File: src/sv/mono_framebuffer_line_draw_top_macros.svh
// assertion helpers for the line draw engine
`ifndef MONO_FRAMEBUFFER_LINE_DRAW_TOP_MACROS_SVH
`define MONO_FRAMEBUFFER_LINE_DRAW_TOP_MACROS_SVH

`ifndef NO_ASSERTIONS

// clocked check, disabled while reset is asserted
`define MFLD_ASSERT(lbl, clk, rst_n, prop, msg) \
    lbl: assert property (@(posedge clk) disable iff (!rst_n) prop) else $error(msg);

// clocked check that also holds during reset
`define MFLD_ASSERT_ALWAYS(lbl, clk, prop, msg) \
    lbl: assert property (@(posedge clk) prop) else $error(msg);

`else

`define MFLD_ASSERT(lbl, clk, rst_n, prop, msg)
`define MFLD_ASSERT_ALWAYS(lbl, clk, prop, msg)

`endif

`endif

File: src/sv/mfld_pkg.sv
package mfld_pkg;

    // panel geometry
    localparam int PANEL_WIDTH  = 200;
    localparam int PANEL_HEIGHT = 200;
    localparam int LINE_BYTES   = (PANEL_WIDTH + 7) / 8;
    localparam int STORE_BYTES  = LINE_BYTES * PANEL_HEIGHT;
    localparam int MAX_DIM      = (PANEL_WIDTH > PANEL_HEIGHT) ? PANEL_WIDTH : PANEL_HEIGHT;

    // widths
    localparam int ADDR_W  = $clog2(STORE_BYTES);
    localparam int COORD_W = $clog2(MAX_DIM);
    localparam int CALC_W  = 18;
    localparam int CMD_W   = 2;
    localparam int IN_W    = 16;
    localparam int BI_W    = 13;
    localparam int DATA_W  = 8;
    localparam int ROT_W   = 2;

    typedef enum logic [CMD_W-1:0] {
        CMD_PIXEL = 2'd0,
        CMD_HLINE = 2'd1,
        CMD_VLINE = 2'd2,
        CMD_READ  = 2'd3
    } cmd_t;

    localparam logic [ROT_W-1:0] ROT_0   = 2'd0;
    localparam logic [ROT_W-1:0] ROT_90  = 2'd1;
    localparam logic [ROT_W-1:0] ROT_180 = 2'd2;
    localparam logic [ROT_W-1:0] ROT_270 = 2'd3;

    // one clipped and mapped run handed to the store engine
    typedef struct packed {
        logic               draw_ok;
        logic               is_read;
        logic               raw_horiz;
        logic [COORD_W-1:0] fix;
        logic [COORD_W-1:0] lo;
        logic [COORD_W-1:0] hi;
        logic               color;
        logic [BI_W-1:0]    byte_index;
    } span_cmd_t;

    typedef struct packed {
        logic idle;
        logic rd_valid;
    } eng_status_t;

endpackage

File: src/sv/mfld_span.sv
module mfld_span
    import mfld_pkg::*;
(
    input  logic                    aclk,
    input  logic                    aresetn,
    input  logic                    in_valid,
    input  logic [CMD_W-1:0]        in_cmd,
    input  logic signed [IN_W-1:0]  in_x,
    input  logic signed [IN_W-1:0]  in_y,
    input  logic signed [IN_W-1:0]  in_len,
    input  logic                    in_color,
    input  logic [BI_W-1:0]         in_byte_index,
    input  logic [ROT_W-1:0]        rotation,
    output logic                    out_valid,
    output span_cmd_t               out_span,
    output logic                    busy
);

    logic      s1_valid_reg, s1_valid_next;
    logic      s2_valid_reg, s2_valid_next;
    span_cmd_t s1_reg, s1_next;
    span_cmd_t s2_reg, s2_next;

    // stage 1: clip to the logical canvas
    always_comb begin
        logic signed [CALC_W-1:0] start_w, len_w, fix_w, lim_w, limf_w;
        logic signed [CALC_W-1:0] lw, lh, a_w, b_w, lo_w, hi_w;
        logic                     horiz;
        horiz   = (in_cmd != CMD_VLINE);
        lw      = rotation[0] ? CALC_W'(PANEL_HEIGHT) : CALC_W'(PANEL_WIDTH);
        lh      = rotation[0] ? CALC_W'(PANEL_WIDTH) : CALC_W'(PANEL_HEIGHT);
        start_w = horiz ? CALC_W'(in_x) : CALC_W'(in_y);
        fix_w   = horiz ? CALC_W'(in_y) : CALC_W'(in_x);
        len_w   = (in_cmd == CMD_PIXEL) ? CALC_W'(1) : CALC_W'(in_len);
        lim_w   = horiz ? lw : lh;
        limf_w  = horiz ? lh : lw;
        if (len_w < 0) begin
            a_w = start_w + len_w + CALC_W'(1);
            b_w = start_w;
        end else begin
            a_w = start_w;
            b_w = start_w + len_w - CALC_W'(1);
        end
        lo_w = (a_w < 0) ? CALC_W'(0) : a_w;
        hi_w = (b_w > lim_w - CALC_W'(1)) ? lim_w - CALC_W'(1) : b_w;

        s1_next.draw_ok    = (in_cmd != CMD_READ) && (len_w != 0) && (fix_w >= 0)
                             && (fix_w < limf_w) && (lo_w <= hi_w);
        s1_next.is_read    = (in_cmd == CMD_READ);
        s1_next.raw_horiz  = horiz;  // logical direction at this stage
        s1_next.fix        = fix_w[COORD_W-1:0];
        s1_next.lo         = lo_w[COORD_W-1:0];
        s1_next.hi         = hi_w[COORD_W-1:0];
        s1_next.color      = in_color;
        s1_next.byte_index = in_byte_index;
    end

    // stage 2: turn the logical run into a raw row or column run
    always_comb begin
        logic               horiz, flip_span, flip_fix;
        logic [COORD_W-1:0] span_max, fix_max;
        horiz     = s1_reg.raw_horiz;
        flip_span = (rotation == ROT_180) || (horiz ? (rotation == ROT_270)
                                                    : (rotation == ROT_90));
        flip_fix  = (rotation == ROT_180) || (horiz ? (rotation == ROT_90)
                                                    : (rotation == ROT_270));
        s2_next           = s1_reg;
        s2_next.raw_horiz = horiz ^ rotation[0];
        span_max = s2_next.raw_horiz ? COORD_W'(PANEL_WIDTH - 1) : COORD_W'(PANEL_HEIGHT - 1);
        fix_max  = s2_next.raw_horiz ? COORD_W'(PANEL_HEIGHT - 1) : COORD_W'(PANEL_WIDTH - 1);
        s2_next.lo  = flip_span ? span_max - s1_reg.hi : s1_reg.lo;
        s2_next.hi  = flip_span ? span_max - s1_reg.lo : s1_reg.hi;
        s2_next.fix = flip_fix ? fix_max - s1_reg.fix : s1_reg.fix;
    end

    assign s1_valid_next = in_valid;
    assign s2_valid_next = s1_valid_reg;

    always_ff @(posedge aclk) begin
        if (!aresetn) begin
            s1_valid_reg <= 1'b0;
            s2_valid_reg <= 1'b0;
        end else begin
            s1_valid_reg <= s1_valid_next;
            s2_valid_reg <= s2_valid_next;
        end
    end

    always_ff @(posedge aclk) begin
        if (in_valid) begin
            s1_reg <= s1_next;
        end
        if (s1_valid_reg) begin
            s2_reg <= s2_next;
        end
    end

    assign out_valid = s2_valid_reg;
    assign out_span  = s2_reg;
    assign busy      = s1_valid_reg | s2_valid_reg;

endmodule

File: config.mk
export PLATFORM = sky130hd
export DESIGN_NAME = mfld_span
export DESIGN_NICKNAME = d
export VERILOG_FILES = /design/src/sv/mono_framebuffer_line_draw_top_macros.svh /design/src/sv/mfld_pkg.sv /design/src/sv/mfld_span.sv
export SDC_FILE = /design/constraint.sdc
export NUM_CORES = 1
export LEC_CHECK = 0
export BUFFER_PORTS_ARGS = -buffer_cell sky130_fd_sc_hd__buf_2
export CAP_MARGIN = 25
export CORE_UTILIZATION = 55
export CTS_BUF_LIST = sky130_fd_sc_hd__clkbuf_16
export DETAILED_ROUTE_END_ITERATION = 8
export PLACE_DENSITY_LB_ADDON = 0.05
export SYNTH_ARGS = -nofsm -noshare
export SYNTH_HDL_FRONTEND = slang
export SYNTH_SLANG_ARGS = --single-unit
File: constraint.sdc
create_clock -name aclk -period 12.7 [get_ports aclk]
set_input_delay 1.27 -clock aclk [delete_from_list [all_inputs] [get_ports aclk]]
set_output_delay 1.27 -clock aclk [all_outputs]
set_load 0.05 [all_outputs]
==> impl_metrics.py <==
metrics = {
    "logic_synthesis": {
        "synth_async_sr_flop_share_pct": 0,
        "synth_edf_count": 82,
        "synth.area.top_cells": "edfxtp_1 38%, ha_1 7.5%, nor2_1 4.1%, mux2_2 4.0%, a21oi_1 3.9%",
        "ys_ff_latch": 84,
        "synth_top_area_share_pct": 38.03,
        "synth.distinct_cells": 79,
        "ys_warn_count": 0,
        "syn-cell-area_mm2": 0.006475,
        "syn-mean-instance-area_um2": 9.536,
        "syn_inst": 679,
        "synth_flop_cell": "edfxtp_1",
        "synth.net_count": 788,
        "seq_area_frac_synth_pct": 38.65,
        "synth_top_area_cell": "edfxtp_1",
    },
    "clock_tree": {
        "clkTransAtPathRegs_ps": 70,
        "htree_levels": 3,
        "hold_buffers": 0,
        "cts_inserted_buffers": 9,
        "cts_sinks": 84,
        "root_buffer": "clkbuf_16",
        "cts_buffer_depth": 2,
        "post_cts_resized": 0,
        "clk-insertion-delay-late_ps": 340,
        "cts_tree": "built",
        "post_cts_buffers": 0,
    },
    "route": {
        "first_iter_violations": 519,
        "vias": 5581,
        "drt-wirelength-per-cell_um": 18.45,
        "drc": 0,
        "ant_nets": 0,
        "first_pass_iters": 5,
        "via_per_inst": 6.040,
        "drt-total-wl_um": 17050,
    },
    "layout": {
        "final_cell_area_mm2": 0.007438,
        "drive_gt1_share_pct": 23.05,
        "fill_cells": 906,
        "final_common_cell": "buf_2",
        "multiInputGateArea_mm2": 0.003747,
        "antenna-diode-count": 0,
        "area_growth_pct": 14.88,
        "final_nets": 885,
        "mostFrequentLayoutCells": "111 x buf_2, 82 x edfxtp_1, 71 x nor2_1, 51 x nand2_1, 51 x a21oi_1",
        "seq_area_mm2": 0.002504,
    },
    "place": {
        "port_buffers": 111,
        "gp_routability_congestion": 0.9545,
        "place_ws_ps": 3989,
        "dp_hpwl_um": 13110,
        "placed_cell_area_mm2": 0.007106,
    },
    "setup_path": {
        "startpoint_type": "input pin",
        "worst_path_most_repeated_cell": "a21o_1",
        "cpPeakStageDelay_ps": 760,
        "critPathKind": "in2reg",
        "arrival_ps": 8580,
        "cp_max_fo": 29,
        "cp-end-kind": "register",
        "critPathSlowestCell": "nor4b_2",
        "critPathRequiredTime_ps": 12850,
    },
    "timing": {
        "skew_ps": 8.966,
        "drv_slew": 0,
        "fin_crit_sh_pct": 66.42,
        "setup_viol": 0,
        "rsz0062_at_grt": "no",
        "fin_crit_ps": 8435,
        "hold_violations": 0,
        "setup_ws_ps": 4265,
        "relSlewSlack_pct": 33.44,
        "worst_pin_slew_ps": 991.2,
        "tns_ps": 0,
        "max_clock_freq_mhz": 118.6,
    },
    "die": {
        "die_y_um": 110.5,
        "die-area_mm2": 0.01221,
        "rows": 39,
        "core_area_mm2": 0.01147,
        "initial_core_util_pct": 56.46,
        "die_width_um": 110.5,
        "num_io_pins": 112,
    },
    "pwr": {
        "power_per_cell_area_mw_per_mm2": 137.1,
        "peakVddDrop_v": 0.0001618,
        "leakagePower_nw": 3.112,
    },
    "global_routing": {
        "grt_pass1_wl_um": 27900,
        "grt_pass1_vias": 5533,
        "overflow": 0,
        "grt_max_degree": 46,
        "grt_usage_pct": 28.87,
        "antenna_found_initial": 0,
    },
    "run_status": {
        "outcome": "complete, no violations",
    },
    "run": {
        "max_cap_viol_count": 0,
    },
    "worst_hold_path": {
        "hold_class": "reg2reg",
    },
}
[cell families (layout without fill, tap and decap cells)]
| group | count (synthesis) | in the layout | synth area share, % |
|---|---|---|---|
| muxes | 32 | 32 | 5.411 |
| xor gates and xnor gates | 50 | 50 | 6.879 |
| buffers and inverters | 55 | 157 | 3.671 |
| adders and majority gates | 40 | 40 | 7.845 |
| and+or+nand+nor | 265 | 265 | 21.33 |
| DFF | 84 | 84 | 38.65 |
| AOI/OAI and AO/OA | 153 | 153 | 16.21 |
[worst max-delay path: cells and delay by family]
| family | cells | cell delay [ps] |
|---|---|---|
| buf+inv | 2 | 250 |
| fa+ha+maj | 2 | 760 |
| xor+xnor | 1 | 280 |
| simple gates | 6 | 2530 |
| compound gates | 13 | 2690 |
| mux | 2 | 780 |
[worst paths after layout]
check	startpoint	to	slack, ps	depth (start not counted)
max reg2reg	s1_reg[38]$_DFFE_PP_	out_span[34]$_DFFE_PP_	10930	3
min	s1_reg[4]$_DFFE_PP_	out_span[4]$_DFFE_PP_	420	0
max	in_cmd[0]	s1_reg[40]$_DFFE_PP_	4260	26
min reg2reg	s1_reg[4]$_DFFE_PP_	out_span[4]$_DFFE_PP_	420	0
[power breakdown]
part | switching [mW] | internal [mW] | total [mW]
sequential | 0.0136 | 0.340 | 0.354
combinational | 0.250 | 0.143 | 0.393
clock | 0.102 | 0.171 | 0.273
total | 0.366 | 0.654 | 1.02
[per-layer routing]
| metal | part of all wire (%) | wire length (µm) | GRT usage [%] | vias up |
|---|---|---|---|---|
| li1 | - | - | - | 2709 |
| met1 | 40 | 6883 | 34.24 | 2577 |
| met2 | 49 | 8381 | 50.43 | 239 |
| met3 | 6.0 | 1015 | 4.281 | 56 |
| met4 | 4.5 | 766 | 15.20 | 0 |
| met5 | 0 | 0 | 0 | - |
[through the flow]
| step | utilization, % | cells | power [mW] | hold WS, ps |
|---|---|---|---|---|
| 6_report | 64.87 | 924 | 1.020 | 421.5 |
| 5_1_grt | 64.87 | 924 | 1.074 | 422.9 |
| 4_1_cts | 64.74 | 923 | 1.018 | 419.7 |
| 3_5_place_dp | 61.96 | 907 | 0.7433 | 404.5 |
| 3_3_place_gp | 61.96 | 907 | 0.7350 | 400.4 |
| 2_1_floorplan | - | 679 | 0.6487 | 400.3 |
[synthesized netlist by cell type, types with 3 or more instances]
| library cell | number |
|---|---|
| mux2_2 | 23 |
| nand2b_1 | 8 |
| or2_2 | 6 |
| a21oi_1 | 51 |
| nor3_1 | 28 |
| nand3_1 | 21 |
| buf_6 | 4 |
| o31a_1 | 4 |
| and2_1 | 16 |
| a31oi_1 | 12 |
| ha_1 | 39 |
| or4_1 | 3 |
| clkbuf_1 | 23 |
| o21a_1 | 4 |
| and4_1 | 3 |
| edfxtp_1 | 82 |
| a21o_1 | 21 |
| nor4_1 | 12 |
| and3_1 | 6 |
| o211ai_1 | 3 |
| inv_1 | 25 |
| a211o_1 | 4 |
| xor2_1 | 20 |
| mux2i_1 | 8 |
| nor2b_1 | 6 |
| nand2_1 | 51 |
| a211oi_1 | 7 |
| nand4b_1 | 3 |
| or2_1 | 5 |
| nor2_1 | 71 |
| nand4_1 | 7 |
| xnor2_1 | 29 |
| o21ai_0 | 20 |
[final cells by class]
class,instances,area share (%)
Sequential cell,84,33.66
Multi-Input combinational cell,540,50.38
Inverter,26,1.312
Clock inverter,7,1.245
Timing Repair Buffer,115,7.973
Tap cell,143,2.405
Clock buffer,9,3.028
Power figures use the tool's default switching activity.
